$ cat src/hw/rtl/annexb_nal_and_access_unit_splitter_top_macros.svh
// assertion macros for the annex b splitter top level
`ifndef ANNEXB_NAL_AND_ACCESS_UNIT_SPLITTER_TOP_MACROS_SVH
`define ANNEXB_NAL_AND_ACCESS_UNIT_SPLITTER_TOP_MACROS_SVH

// same-cycle implication under clock and reset
`define ANNEXB_ASSERT_NOW(label, clk, rst, ante, cons, msg) \
   label: assert property (@(posedge clk) disable iff (rst) (ante) |-> (cons)) \
      else $error(msg);

// next-cycle implication under clock and reset
`define ANNEXB_ASSERT_NEXT(label, clk, rst, ante, cons, msg) \
   label: assert property (@(posedge clk) disable iff (rst) (ante) |=> (cons)) \
      else $error(msg);

`endif

$ cat src/hw/rtl/annexb_pkg.sv
// shared types and constants of the annex b splitter
package annexb_pkg;

   localparam int OFFSET_WIDTH = 32;
   localparam int MAX_RESULTS  = 3;
   localparam int RSP_DEPTH    = 4;
   localparam int PUSH_CNT_W   = $clog2(MAX_RESULTS + 1);

   localparam logic [1:0] KIND_NAL     = 2'd0;
   localparam logic [1:0] KIND_UNIT    = 2'd1;
   localparam logic [1:0] KIND_SUMMARY = 2'd2;

   localparam logic [4:0] NAL_SLICE_LO = 5'd1;
   localparam logic [4:0] NAL_IDR      = 5'd5;
   localparam logic [4:0] NAL_SPS      = 5'd7;
   localparam logic [4:0] NAL_PPS      = 5'd8;
   localparam logic [4:0] NAL_AUD      = 5'd9;

   localparam logic [2:0] SC_SHORT = 3'd3;
   localparam logic [2:0] SC_LONG  = 3'd4;

   typedef struct packed {
      logic [1:0]  kind;
      logic [31:0] offset;
      logic [31:0] length;
      logic [4:0]  nal_type;
      logic [2:0]  start_code_bytes;
      logic [31:0] sps_start;
      logic [15:0] sps_bytes;
      logic [31:0] pps_start;
      logic [15:0] pps_bytes;
      logic        params_found;
      logic        offset_overflow;
      logic        last;
   } rsp_type;

   typedef struct packed {
      logic [PUSH_CNT_W-1:0]         count;
      rsp_type [MAX_RESULTS-1:0]     rec;
   } push_type;

endpackage

$ cat src/hw/rtl/annexb_parse.sv
// byte parser: start code window, nal and access unit tracking, record build
module annexb_parse #(
   parameter int OFFSET_WIDTH = annexb_pkg::OFFSET_WIDTH
) (
   input  logic                clock,
   input  logic                reset,
   input  logic                take,
   input  logic [7:0]          data_byte,
   input  logic                end_of_stream,
   output annexb_pkg::push_type push
);

   localparam int W  = OFFSET_WIDTH;
   localparam int XW = (W + 1 > 32) ? W + 1 : 32;
   localparam logic [W-1:0] POS_MAX = '1;

   function automatic logic [31:0] fit32(input logic [W:0] v);
      logic [XW-1:0] wide;
      wide = XW'(v);
      return wide[31:0];
   endfunction

   logic [W-1:0]  pos_ff, pos_in;
   logic [7:0]    r1_ff, r1_in, r2_ff, r2_in, r3_ff, r3_in;
   logic          in_nal_ff, in_nal_in;
   logic          hdr_ff, hdr_in;
   logic [W-1:0]  nal_start_ff, nal_start_in;
   logic [2:0]    code_len_ff, code_len_in;
   logic [4:0]    kind_seen_ff, kind_seen_in;
   logic [W-1:0]  unit_start_ff, unit_start_in;
   logic          unit_open_ff, unit_open_in;
   logic          prev_slice_ff, prev_slice_in;
   logic [31:0]   sps_off_ff, sps_off_in, pps_off_ff, pps_off_in;
   logic [15:0]   sps_bytes_ff, sps_bytes_in, pps_bytes_ff, pps_bytes_in;
   logic          ovf_ff, ovf_in;

   logic [4:0]    hdr_type;
   logic          hb, vcl, fresh, au_en, zero2, mid_close, open_en, long_code;
   logic          pos_at_max, ovf_next, in_nal_mid, hdr_mid, eos_close, close_en;
   logic          close_flag, sps_take, pps_take, unit_open_mid, prev_slice_mid;
   logic [W-1:0]  pos_next, close_end, nal_len, nal_body, code_ext;
   logic [W-1:0]  unit_start_mid, au_len, tail_len, open_start;
   logic [W:0]    hdr_place;
   logic [4:0]    close_kind;
   logic [31:0]   sps_off_mid, pps_off_mid;
   logic [15:0]   sps_bytes_mid, pps_bytes_mid;
   logic [2:0]    cand_en;
   annexb_pkg::rsp_type cand [annexb_pkg::MAX_RESULTS];
   annexb_pkg::push_type push_c;
   logic [annexb_pkg::PUSH_CNT_W-1:0] n;

   always_comb begin
      hdr_type  = data_byte[4:0];
      hb        = in_nal_ff && !hdr_ff;
      vcl       = hdr_type inside {[annexb_pkg::NAL_SLICE_LO : annexb_pkg::NAL_IDR]};
      fresh     = !unit_open_ff || hdr_type == annexb_pkg::NAL_AUD ||
                  (prev_slice_ff && (vcl || hdr_type == annexb_pkg::NAL_SPS));
      au_en     = hb && fresh && unit_open_ff;

      // 00 00 00 or 00 00 01 past the header ends the nal
      zero2     = r2_ff == 8'd0 && r3_ff == 8'd0;
      mid_close = !hb && in_nal_ff && zero2 && data_byte[7:1] == 7'd0;
      open_en   = !hb && !(in_nal_ff && !mid_close) && data_byte == 8'd1 && zero2;
      // a close in the same beat wipes the oldest byte, so the new code is short
      long_code = !mid_close && r1_ff == 8'd0;
      open_start = long_code ? pos_ff - W'(3) : pos_ff - W'(2);

      pos_at_max = pos_ff == POS_MAX;
      pos_next   = pos_at_max ? pos_ff : pos_ff + W'(1);
      ovf_next   = ovf_ff | pos_at_max;

      in_nal_mid = hb | (in_nal_ff & !mid_close) | open_en;
      hdr_mid    = hb | (hdr_ff & !mid_close & !open_en);
      eos_close  = end_of_stream && in_nal_mid && hdr_mid;
      close_en   = mid_close || eos_close;
      close_end  = mid_close ? pos_ff - W'(2) : pos_next;
      close_kind = hb ? hdr_type : kind_seen_ff;
      close_flag = mid_close ? ovf_ff : ovf_next;

      code_ext  = W'(code_len_ff);
      nal_len   = (close_end >= nal_start_ff) ? close_end - nal_start_ff : '0;
      nal_body  = (nal_len >= code_ext) ? nal_len - code_ext : '0;
      hdr_place = {1'b0, nal_start_ff} + (W + 1)'(code_len_ff);

      sps_take = close_en && close_kind == annexb_pkg::NAL_SPS && sps_bytes_ff == 16'd0;
      pps_take = close_en && close_kind == annexb_pkg::NAL_PPS && pps_bytes_ff == 16'd0;
      sps_off_mid   = sps_take ? fit32(hdr_place) : sps_off_ff;
      sps_bytes_mid = sps_take ? nal_body[15:0] : sps_bytes_ff;
      pps_off_mid   = pps_take ? fit32(hdr_place) : pps_off_ff;
      pps_bytes_mid = pps_take ? nal_body[15:0] : pps_bytes_ff;

      unit_start_mid = (hb && fresh) ? nal_start_ff : unit_start_ff;
      unit_open_mid  = unit_open_ff | (hb & fresh);
      prev_slice_mid = hb ? (vcl | (prev_slice_ff & !fresh)) : prev_slice_ff;
      au_len   = (nal_start_ff >= unit_start_ff) ? nal_start_ff - unit_start_ff : '0;
      tail_len = (pos_next >= unit_start_mid) ? pos_next - unit_start_mid : '0;

      cand[0] = '0;
      cand[0].kind            = annexb_pkg::KIND_UNIT;
      cand[0].offset          = fit32({1'b0, unit_start_ff});
      cand[0].length          = fit32({1'b0, au_len});
      cand[0].offset_overflow = ovf_ff;
      cand[0].last            = !close_en && !end_of_stream;

      cand[1] = '0;
      cand[1].kind             = annexb_pkg::KIND_NAL;
      cand[1].offset           = fit32({1'b0, nal_start_ff});
      cand[1].length           = fit32({1'b0, nal_len});
      cand[1].nal_type         = close_kind;
      cand[1].start_code_bytes = code_len_ff;
      cand[1].offset_overflow  = close_flag;
      cand[1].last             = !end_of_stream;

      cand[2] = '0;
      cand[2].kind            = annexb_pkg::KIND_SUMMARY;
      cand[2].offset          = unit_open_mid ? fit32({1'b0, unit_start_mid}) : 32'd0;
      cand[2].length          = unit_open_mid ? fit32({1'b0, tail_len}) : 32'd0;
      cand[2].sps_start       = sps_off_mid;
      cand[2].sps_bytes       = sps_bytes_mid;
      cand[2].pps_start       = pps_off_mid;
      cand[2].pps_bytes       = pps_bytes_mid;
      cand[2].params_found    = sps_bytes_mid != 16'd0 && pps_bytes_mid != 16'd0;
      cand[2].offset_overflow = ovf_next;
      cand[2].last            = 1'b1;

      // pack the records of this beat in stream order
      cand_en = {end_of_stream, close_en, au_en} & {3{take}};
      push_c  = '0;
      n       = '0;
      for (int i = 0; i < annexb_pkg::MAX_RESULTS; i++) begin
         if (cand_en[i]) begin
            push_c.rec[n] = cand[i];
            n = n + 1'b1;
         end
      end
      push_c.count = n;
   end

   assign push = push_c;

   always_comb begin
      pos_in        = pos_ff;
      r1_in         = r1_ff;
      r2_in         = r2_ff;
      r3_in         = r3_ff;
      in_nal_in     = in_nal_ff;
      hdr_in        = hdr_ff;
      nal_start_in  = nal_start_ff;
      code_len_in   = code_len_ff;
      kind_seen_in  = kind_seen_ff;
      unit_start_in = unit_start_ff;
      unit_open_in  = unit_open_ff;
      prev_slice_in = prev_slice_ff;
      sps_off_in    = sps_off_ff;
      sps_bytes_in  = sps_bytes_ff;
      pps_off_in    = pps_off_ff;
      pps_bytes_in  = pps_bytes_ff;
      ovf_in        = ovf_ff;
      if (take) begin
         if (end_of_stream) begin
            // the stream is done: back to the idle state
            pos_in        = '0;
            r1_in         = 8'hff;
            r2_in         = 8'hff;
            r3_in         = 8'hff;
            in_nal_in     = 1'b0;
            hdr_in        = 1'b0;
            nal_start_in  = '0;
            code_len_in   = 3'd0;
            kind_seen_in  = 5'd0;
            unit_start_in = '0;
            unit_open_in  = 1'b0;
            prev_slice_in = 1'b0;
            sps_off_in    = 32'd0;
            sps_bytes_in  = 16'd0;
            pps_off_in    = 32'd0;
            pps_bytes_in  = 16'd0;
            ovf_in        = 1'b0;
         end else begin
            pos_in        = pos_next;
            r1_in         = hb ? 8'hff : r2_ff;
            r2_in         = hb ? 8'hff : r3_ff;
            r3_in         = hb ? 8'hff : data_byte;
            in_nal_in     = in_nal_mid;
            hdr_in        = hdr_mid;
            kind_seen_in  = hb ? hdr_type : kind_seen_ff;
            if (open_en) begin
               nal_start_in = open_start;
               code_len_in  = long_code ? annexb_pkg::SC_LONG : annexb_pkg::SC_SHORT;
            end
            unit_start_in = unit_start_mid;
            unit_open_in  = unit_open_mid;
            prev_slice_in = prev_slice_mid;
            sps_off_in    = sps_off_mid;
            sps_bytes_in  = sps_bytes_mid;
            pps_off_in    = pps_off_mid;
            pps_bytes_in  = pps_bytes_mid;
            ovf_in        = ovf_next;
         end
      end
   end

   always_ff @(posedge clock) begin
      if (reset) begin
         pos_ff        <= '0;
         r1_ff         <= 8'hff;
         r2_ff         <= 8'hff;
         r3_ff         <= 8'hff;
         in_nal_ff     <= 1'b0;
         hdr_ff        <= 1'b0;
         nal_start_ff  <= '0;
         code_len_ff   <= 3'd0;
         kind_seen_ff  <= 5'd0;
         unit_start_ff <= '0;
         unit_open_ff  <= 1'b0;
         prev_slice_ff <= 1'b0;
         sps_off_ff    <= 32'd0;
         sps_bytes_ff  <= 16'd0;
         pps_off_ff    <= 32'd0;
         pps_bytes_ff  <= 16'd0;
         ovf_ff        <= 1'b0;
      end else begin
         pos_ff        <= pos_in;
         r1_ff         <= r1_in;
         r2_ff         <= r2_in;
         r3_ff         <= r3_in;
         in_nal_ff     <= in_nal_in;
         hdr_ff        <= hdr_in;
         nal_start_ff  <= nal_start_in;
         code_len_ff   <= code_len_in;
         kind_seen_ff  <= kind_seen_in;
         unit_start_ff <= unit_start_in;
         unit_open_ff  <= unit_open_in;
         prev_slice_ff <= prev_slice_in;
         sps_off_ff    <= sps_off_in;
         sps_bytes_ff  <= sps_bytes_in;
         pps_off_ff    <= pps_off_in;
         pps_bytes_ff  <= pps_bytes_in;
         ovf_ff        <= ovf_in;
      end
   end

endmodule

$ cat src/hw/rtl/annexb_rsp_fifo.sv
// result queue: takes up to three records a cycle, hands out one per beat
module annexb_rsp_fifo (
   input  logic                 clock,
   input  logic                 reset,
   input  annexb_pkg::push_type push,
   input  logic                 pop,
   output annexb_pkg::rsp_type  head,
   output logic                 head_valid,
   output logic                 room
);

   localparam int DEPTH = annexb_pkg::RSP_DEPTH;
   localparam int PTR_W = $clog2(DEPTH);
   localparam int CNT_W = $clog2(DEPTH + 1);

   annexb_pkg::rsp_type entry_ff [DEPTH];
   logic [PTR_W-1:0] wr_ptr_ff, wr_ptr_in, rd_ptr_ff, rd_ptr_in;
   logic [CNT_W-1:0] count_ff, count_in;
   logic [PTR_W-1:0] wr_idx [annexb_pkg::MAX_RESULTS];

   always_comb begin
      for (int i = 0; i < annexb_pkg::MAX_RESULTS; i++) begin
         wr_idx[i] = wr_ptr_ff + PTR_W'(i);
      end
      wr_ptr_in = wr_ptr_ff + PTR_W'(push.count);
      rd_ptr_in = rd_ptr_ff + PTR_W'(pop);
      count_in  = count_ff + CNT_W'(push.count) - CNT_W'(pop);
   end

   assign head       = entry_ff[rd_ptr_ff];
   assign head_valid = count_ff != '0;
   // room for a full beat's worth of records
   assign room       = count_ff <= CNT_W'(DEPTH - annexb_pkg::MAX_RESULTS);

   always_ff @(posedge clock) begin
      for (int i = 0; i < annexb_pkg::MAX_RESULTS; i++) begin
         if (i < int'(push.count)) begin
            entry_ff[wr_idx[i]] <= push.rec[i];
         end
      end
   end

   always_ff @(posedge clock) begin
      if (reset) begin
         wr_ptr_ff <= '0;
         rd_ptr_ff <= '0;
         count_ff  <= '0;
      end else begin
         wr_ptr_ff <= wr_ptr_in;
         rd_ptr_ff <= rd_ptr_in;
         count_ff  <= count_in;
      end
   end

endmodule

$ cat src/hw/rtl/annexb_nal_and_access_unit_splitter_top.sv
// top level of the annex b nal and access unit splitter
// usage:
//   req_* carries one stream byte per beat; req_end_of_stream marks the last
//   byte and flushes the open nal and access unit, then a summary record
//   with the first sps and pps places follows.
//   rsp_* carries one record per beat: nal records, access unit records and
//   the end-of-stream summary; rsp_last marks the final record of a byte.
// output: records of a byte appear on rsp_* in the cycle after the byte is
//   taken when the result queue is empty.
// throughput: one byte per cycle; a byte yields zero to three records and
//   each record takes one rsp beat, so the four-entry result queue sets the
//   rate: req_stall rises while more than one record waits.
// stall: rsp_stall holds the head record steady; the queue absorbs the
//   records already made and req_stall backs up the byte stream.
// reset: synchronous; clears the parser state and empties the queue. after a
//   flush the parser is back in its reset state and a new stream may start.
`include "annexb_nal_and_access_unit_splitter_top_macros.svh"

module annexb_nal_and_access_unit_splitter_top #(
   parameter int OFFSET_WIDTH = annexb_pkg::OFFSET_WIDTH
) (
   input  logic        clock,
   input  logic        reset,
   input  logic        req_valid,
   output logic        req_stall,
   input  logic [7:0]  req_data_byte,
   input  logic        req_end_of_stream,
   output logic        rsp_valid,
   input  logic        rsp_stall,
   output logic [1:0]  rsp_kind,
   output logic [31:0] rsp_offset,
   output logic [31:0] rsp_length,
   output logic [4:0]  rsp_nal_type,
   output logic [2:0]  rsp_start_code_bytes,
   output logic [31:0] rsp_sps_start,
   output logic [15:0] rsp_sps_bytes,
   output logic [31:0] rsp_pps_start,
   output logic [15:0] rsp_pps_bytes,
   output logic        rsp_params_found,
   output logic        rsp_offset_overflow,
   output logic        rsp_last
);

   logic                 take;
   logic                 room;
   logic                 pop;
   annexb_pkg::push_type push;
   annexb_pkg::rsp_type  head;

   assign req_stall = !room;
   assign take      = req_valid && room;
   assign pop       = rsp_valid && !rsp_stall;

   annexb_parse #(
      .OFFSET_WIDTH(OFFSET_WIDTH)
   ) u_parse (
      .clock        (clock),
      .reset        (reset),
      .take         (take),
      .data_byte    (req_data_byte),
      .end_of_stream(req_end_of_stream),
      .push         (push)
   );

   annexb_rsp_fifo u_fifo (
      .clock     (clock),
      .reset     (reset),
      .push      (push),
      .pop       (pop),
      .head      (head),
      .head_valid(rsp_valid),
      .room      (room)
   );

   assign rsp_kind             = head.kind;
   assign rsp_offset           = head.offset;
   assign rsp_length           = head.length;
   assign rsp_nal_type         = head.nal_type;
   assign rsp_start_code_bytes = head.start_code_bytes;
   assign rsp_sps_start        = head.sps_start;
   assign rsp_sps_bytes        = head.sps_bytes;
   assign rsp_pps_start        = head.pps_start;
   assign rsp_pps_bytes        = head.pps_bytes;
   assign rsp_params_found     = head.params_found;
   assign rsp_offset_overflow  = head.offset_overflow;
   assign rsp_last             = head.last;

   `ANNEXB_ASSERT_NEXT(a_eos_gives_record, clock, reset,
      req_valid && !req_stall && req_end_of_stream, rsp_valid,
      "end of stream beat produced no record")
   `ANNEXB_ASSERT_NOW(a_summary_is_last, clock, reset,
      rsp_valid && rsp_kind == annexb_pkg::KIND_SUMMARY, rsp_last,
      "summary record not marked last")
   `ANNEXB_ASSERT_NOW(a_nal_code_len, clock, reset,
      rsp_valid && rsp_kind == annexb_pkg::KIND_NAL,
      rsp_start_code_bytes == annexb_pkg::SC_SHORT ||
      rsp_start_code_bytes == annexb_pkg::SC_LONG,
      "nal record with bad start code length")
   `ANNEXB_ASSERT_NOW(a_params_only_in_summary, clock, reset,
      rsp_valid && rsp_params_found, rsp_kind == annexb_pkg::KIND_SUMMARY,
      "params flag outside the summary record")

endmodule
$ cat config.mk
export PLATFORM = sky130hd
export DESIGN_NAME = annexb_nal_and_access_unit_splitter_top
export DESIGN_NICKNAME = d
export VERILOG_FILES = /design/src/hw/rtl/annexb_pkg.sv /design/src/hw/rtl/annexb_parse.sv /design/src/hw/rtl/annexb_rsp_fifo.sv /design/src/hw/rtl/annexb_nal_and_access_unit_splitter_top.sv
export VERILOG_INCLUDE_DIRS = /design/src /design/src/hw/rtl
export SDC_FILE = /design/constraint.sdc
export NUM_CORES = 2
export LEC_CHECK = 0
export BUFFER_PORTS_ARGS = -buffer_cell sky130_fd_sc_hd__buf_2
export CAP_MARGIN = 20
export CELL_PAD_IN_SITES_DETAIL_PLACEMENT = 0
export CELL_PAD_IN_SITES_GLOBAL_PLACEMENT = 1
export CORE_UTILIZATION = 39
export DETAILED_ROUTE_END_ITERATION = 10
export GPL_TIMING_DRIVEN = 0
export PLACE_DENSITY = 0.63
export SLEW_MARGIN = 40
export SYNTH_ARGS = -nofsm -noshare
export SYNTH_HDL_FRONTEND = slang
export SYNTH_SLANG_ARGS = --single-unit
export TNS_END_PERCENT = 100
$ cat constraint.sdc
create_clock -name clock -period 16.8 [get_ports clock]
set_input_delay 1.68 -clock clock [delete_from_list [all_inputs] [get_ports clock]]
set_output_delay 1.68 -clock clock [all_outputs]
set_load 0.1 [all_outputs]
==> results.txt <==
The run finished with clean final reports. The total die area came out at 133000 sq um. The share of power burned in the clock network is 26.8%. The combinational share of power is 41.5%.

The antenna violation net count after detailed routing is 0. The instance area after placement is 55890 sq um. Counting I/O delays and the setup requirement, the final critical path takes 11.88 ns. The final-report hold violation count came out at 0.

The number of placed cells counting well taps is 7089. The detailed router placed 45120 vias in this run. The total leakage power is 20.29 nW. The post-layout instance count excluding filler cells is 7290. When the netlist entered floorplanning its net count stood at 5229. The worst setup path is of the flop to flop kind. In this run, synthesis inferred 688 flip-flops with an integrated enable.

The H-tree level count came out at 3. The HPWL after detailed placement came out at 172.7 mm. The register bit total from synthesis is 923. The synthesized netlist contains 94 unique library cells. The library cell used most frequently in the layout, excluding fill and tap cells, is sky130_fd_sc_hd__nor2_1. The buffer levels on the longest clock path came out at 3. The number of cells produced by synthesis is 5097. Clock-pin slew was measured on the worst setup and hold paths at 0.06 ns. The count of final max-slew check failures was 0. The post-synthesis average cell area is 10.07 sq um. The core outline area came out at 130000 sq um.

The clock drives 923 sinks. The internal power summed over all cells is 4.776 mW. The register area share after synthesis came out at 49.43%. The number of global-route vias before repair came to 41930. Of the total power, registers draw 31.6%. The count of buffering cells on the critical path with inverters included came out at 6. The last weighted congestion value of the routability-driven placer is 1.041. The total chip power is 8.578 mW. For this run, the post-layout net count is 5586. The width of the die is 364.7 um.

After the first detailed-routing iteration, the DRC count stood at 6155. The tree is rooted in a sky130_fd_sc_hd__clkbuf_16. The largest delay contributor family on the critical path is simple AND/OR/NAND/NOR gates. Leaving out fill and tap cells, the most frequent cells in the layout are 891 x sky130_fd_sc_hd__nor2_1, 688 x sky130_fd_sc_hd__edfxtp_1, 500 x sky130_fd_sc_hd__nand2_1. The number of port buffers came out at 185. The tool flagged a number of max-cap violations equal to 0. The data required time of the critical path is 17.30 ns. The most prevalent standard cell on the critical path is sky130_fd_sc_hd__clkbuf_1. Along the worst path, the maximum fanout reaches 10.

The stage delay of the slowest cell on the critical path came out at 0.71 ns. The post-synthesis instance area is 51320 sq um. The area growth from synthesis to final layout came out at 15.67%. Among all flip-flop cells after synthesis, the most frequent one is sky130_fd_sc_hd__edfxtp_1. The global-route wire length before repair is 312.6 mm. The initial antenna violation count is 10. The height of the die is 364.7 um. At the later pin of the worst-skew pair, clock insertion delay measures 0.75 ns. During synthesis, Yosys emitted a total of 0 warnings. The async set or reset register ratio after synthesis is 0%.

The detailed-router iteration count before antenna repair came out at 8. After detailed routing, the average wire length per cell comes to 30.43 um. Setup repair after global routing left no endpoint under its margin. Between clock sinks in the finished design, the worst skew comes to 0.04368 ns. The smallest setup slack after layout is 4.920 ns. By area the synthesized netlist is led by sky130_fd_sc_hd__edfxtp_1 40%, sky130_fd_sc_hd__dfxtp_1 9.2%, sky130_fd_sc_hd__mux4_2 7.5%. The transition time at the pin with the least slew margin came out at 1.003 ns. The proportion of total power due to net switching is 44.32%. The pre-CTS setup slack came out at 5.146 ns. The effective utilization at floorplan is 39.48%.

The maximum vdd drop is 126.1 uV. The share of synthesized area in the top cell type comes to 40.26%. The net load switching power came out at 3.802 mW.

Summed over all layers, the global routing overflow is 0. Measured against its own limit, the worst slew margin works out to 32.65%. Summed over all instances, the cell type with the most area after synthesis is sky130_fd_sc_hd__edfxtp_1.

The critical-path cell with the highest stage delay is sky130_fd_sc_hd__nor4_1. The total routed wirelength is 221.8 mm. The number of gates resized after CTS was 0. The maximum achievable frequency is 84.18 MHz. The fraction of final layout cells sized beyond drive strength 1 came out at 12.94%. The path class of the tightest hold or removal check is flop to flop. The endpoint kind of the worst setup timing path is a flop. The largest net degree at the start of global routing came out at 17. The number of hold buffers added after CTS was 0. STA classifies the critical path startpoint as a flop.

The remaining design rule violation count came out at 0. The number of vias per cell after detailed routing came out at 6.190. The final cell area excluding filler cells is 59360 sq um. The global router's overall resource usage is 32.84%. The initialized floorplan defines 132 standard-cell rows. The final worst-path cycle share is 70.71%. TritonCTS built the clock tree. The number of buffers added by the clock tree synthesis step came out at 104. The post-CTS setup repair buffer count came out at 0. The data arrival at the endpoint of the critical path is 12.38 ns. The final count of negative-setup-slack endpoints came out at 0.

The number of placed I/O pins is 188. In this run the power density over the cells is 144.5 nW/um^2.
==> worst register-to-register path: cells and delay by family (launching register included) <==
kind,cells,cell delay (ns)
compound gates,6,2.09
simple gates,21,6.35
flops,1,0.31
buf+inv,6,1.98
xor+xnor,1,0.38
fa+ha+maj,2,0.53
==> power groups by stage <==
stage	clock, mW	combinational, mW	sequential [mW]
after global routing	2.42	3.66	2.73
after detailed placement	0	3.51	2.76
after floorplan	0	2.47	2.81
after CTS	2.33	3.51	2.71
after global placement	0	3.37	2.91
final	2.30	3.56	2.71
==> sequential cells by signal, indices dropped and copies added (netlist names) <==
signal	flops
u_fifo.entry_ff	688
u_parse.nal_start_ff	32
u_parse.pos_ff	32
u_parse.pps_off_ff	32
u_parse.sps_off_ff	32
u_parse.unit_start_ff	32
u_parse.pps_bytes_ff	16
u_parse.sps_bytes_ff	16
u_parse.r1_ff	8
u_parse.r2_ff	8
u_parse.r3_ff	8
u_parse.kind_seen_ff	5
u_fifo.count_ff	3
u_fifo.rd_ptr_ff	2
u_fifo.wr_ptr_ff	2
u_parse.code_len_ff	2
u_parse.hdr_ff	1
u_parse.in_nal_ff	1
u_parse.ovf_ff	1
u_parse.prev_slice_ff	1
u_parse.unit_open_ff	1
==> routing by layer <==
metal  wire (um)  vias to the layer above  global-route usage, %
li1            -                    19680                      -
met1       96030                    22610                  47.21
met2       95200                     2431                  48.28
met3       21310                      395                  6.915
met4        9246                        2                  12.29
met5          12                        -                 0.1452
==> final cells by class <==
cell class              instances  area (sq um)
fillers                     12490         70620
flip-flops and latches        923         25360
multi-input cells            3652         24270
clock buffers                 135          2818
well taps                    1742          2180
repair buffers                251          2105
plain buffers                 379          1488
clock inverters                59         581.8
inverters                     143         536.8
diodes                          6         15.01
==> path summary, 6_finish.rpt <==
check | startpoint | endpoint | slack (ns) | depth (start not counted)
max | u_parse.pos_ff[7]$_SDFFE_PP0P_ | u_fifo.entry_ff[2][2]$_DFFE_PP_ | 4.92 | 36
min | u_parse.sps_off_ff[30]$_SDFFE_PP0P_ | u_parse.sps_off_ff[30]$_SDFFE_PP0P_ | 0.48 | 2
max reg2reg | u_parse.pos_ff[7]$_SDFFE_PP0P_ | u_fifo.entry_ff[2][2]$_DFFE_PP_ | 4.92 | 36
min reg2reg | u_parse.sps_off_ff[30]$_SDFFE_PP0P_ | u_parse.sps_off_ff[30]$_SDFFE_PP0P_ | 0.48 | 2
==> through the flow <==
| stage | hold slack (ns) | setup TNS (ns) | util [%] |
|---|---|---|---|
| 6_report | 0.4823 | 0 | 45.67 |
| 5_1_grt | 0.5042 | 0 | 45.66 |
| 4_1_cts | 0.4729 | 0 | 45.61 |
| 3_5_place_dp | 0.4653 | 0 | 43.00 |
| 3_3_place_gp | 0.4605 | -3937.47 | 41.87 |
| 2_1_floorplan | 0.4451 | 0 | - |
==> synth_stat cells (all sizes together) (16+ instances only) <==
master and count:
nand2 500, a221o 26, a21o 62, and3 25
o21a 16, a22oi 145, o22ai 69, nand3 92
mux2i 38, a31oi 58, dfxtp 235, nand4 29
inv 142, edfxtp 688, or3 29, a211oi 17
a21oi 344, o221ai 170, nor3 67, o21ai 226
mux4 172, and2 42, nor2 896, xnor2 141
ha 114, buf 43, nor4 34, clkbuf 336
nand2b 52, xor2 65
==> kinds of logic (layout without fill, tap and decap cells) <==
logic type               after synthesis  in the layout  share of synthesized area [%]
AO/OA/AOI/OAI                       1272           1272                          16.40
other                                  0              6                              0
flip-flops                           923            923                          49.43
multiplexers                         214            214                          8.377
adder cells (fa/ha/maj)              119            119                          2.975
buffers and inverters                522            967                          3.825
AND/OR/NAND/NOR                     1841           1841                          15.48
XOR/XNOR                             206            206                          3.516
No activity file was read; power rests on OpenSTA's default activity.
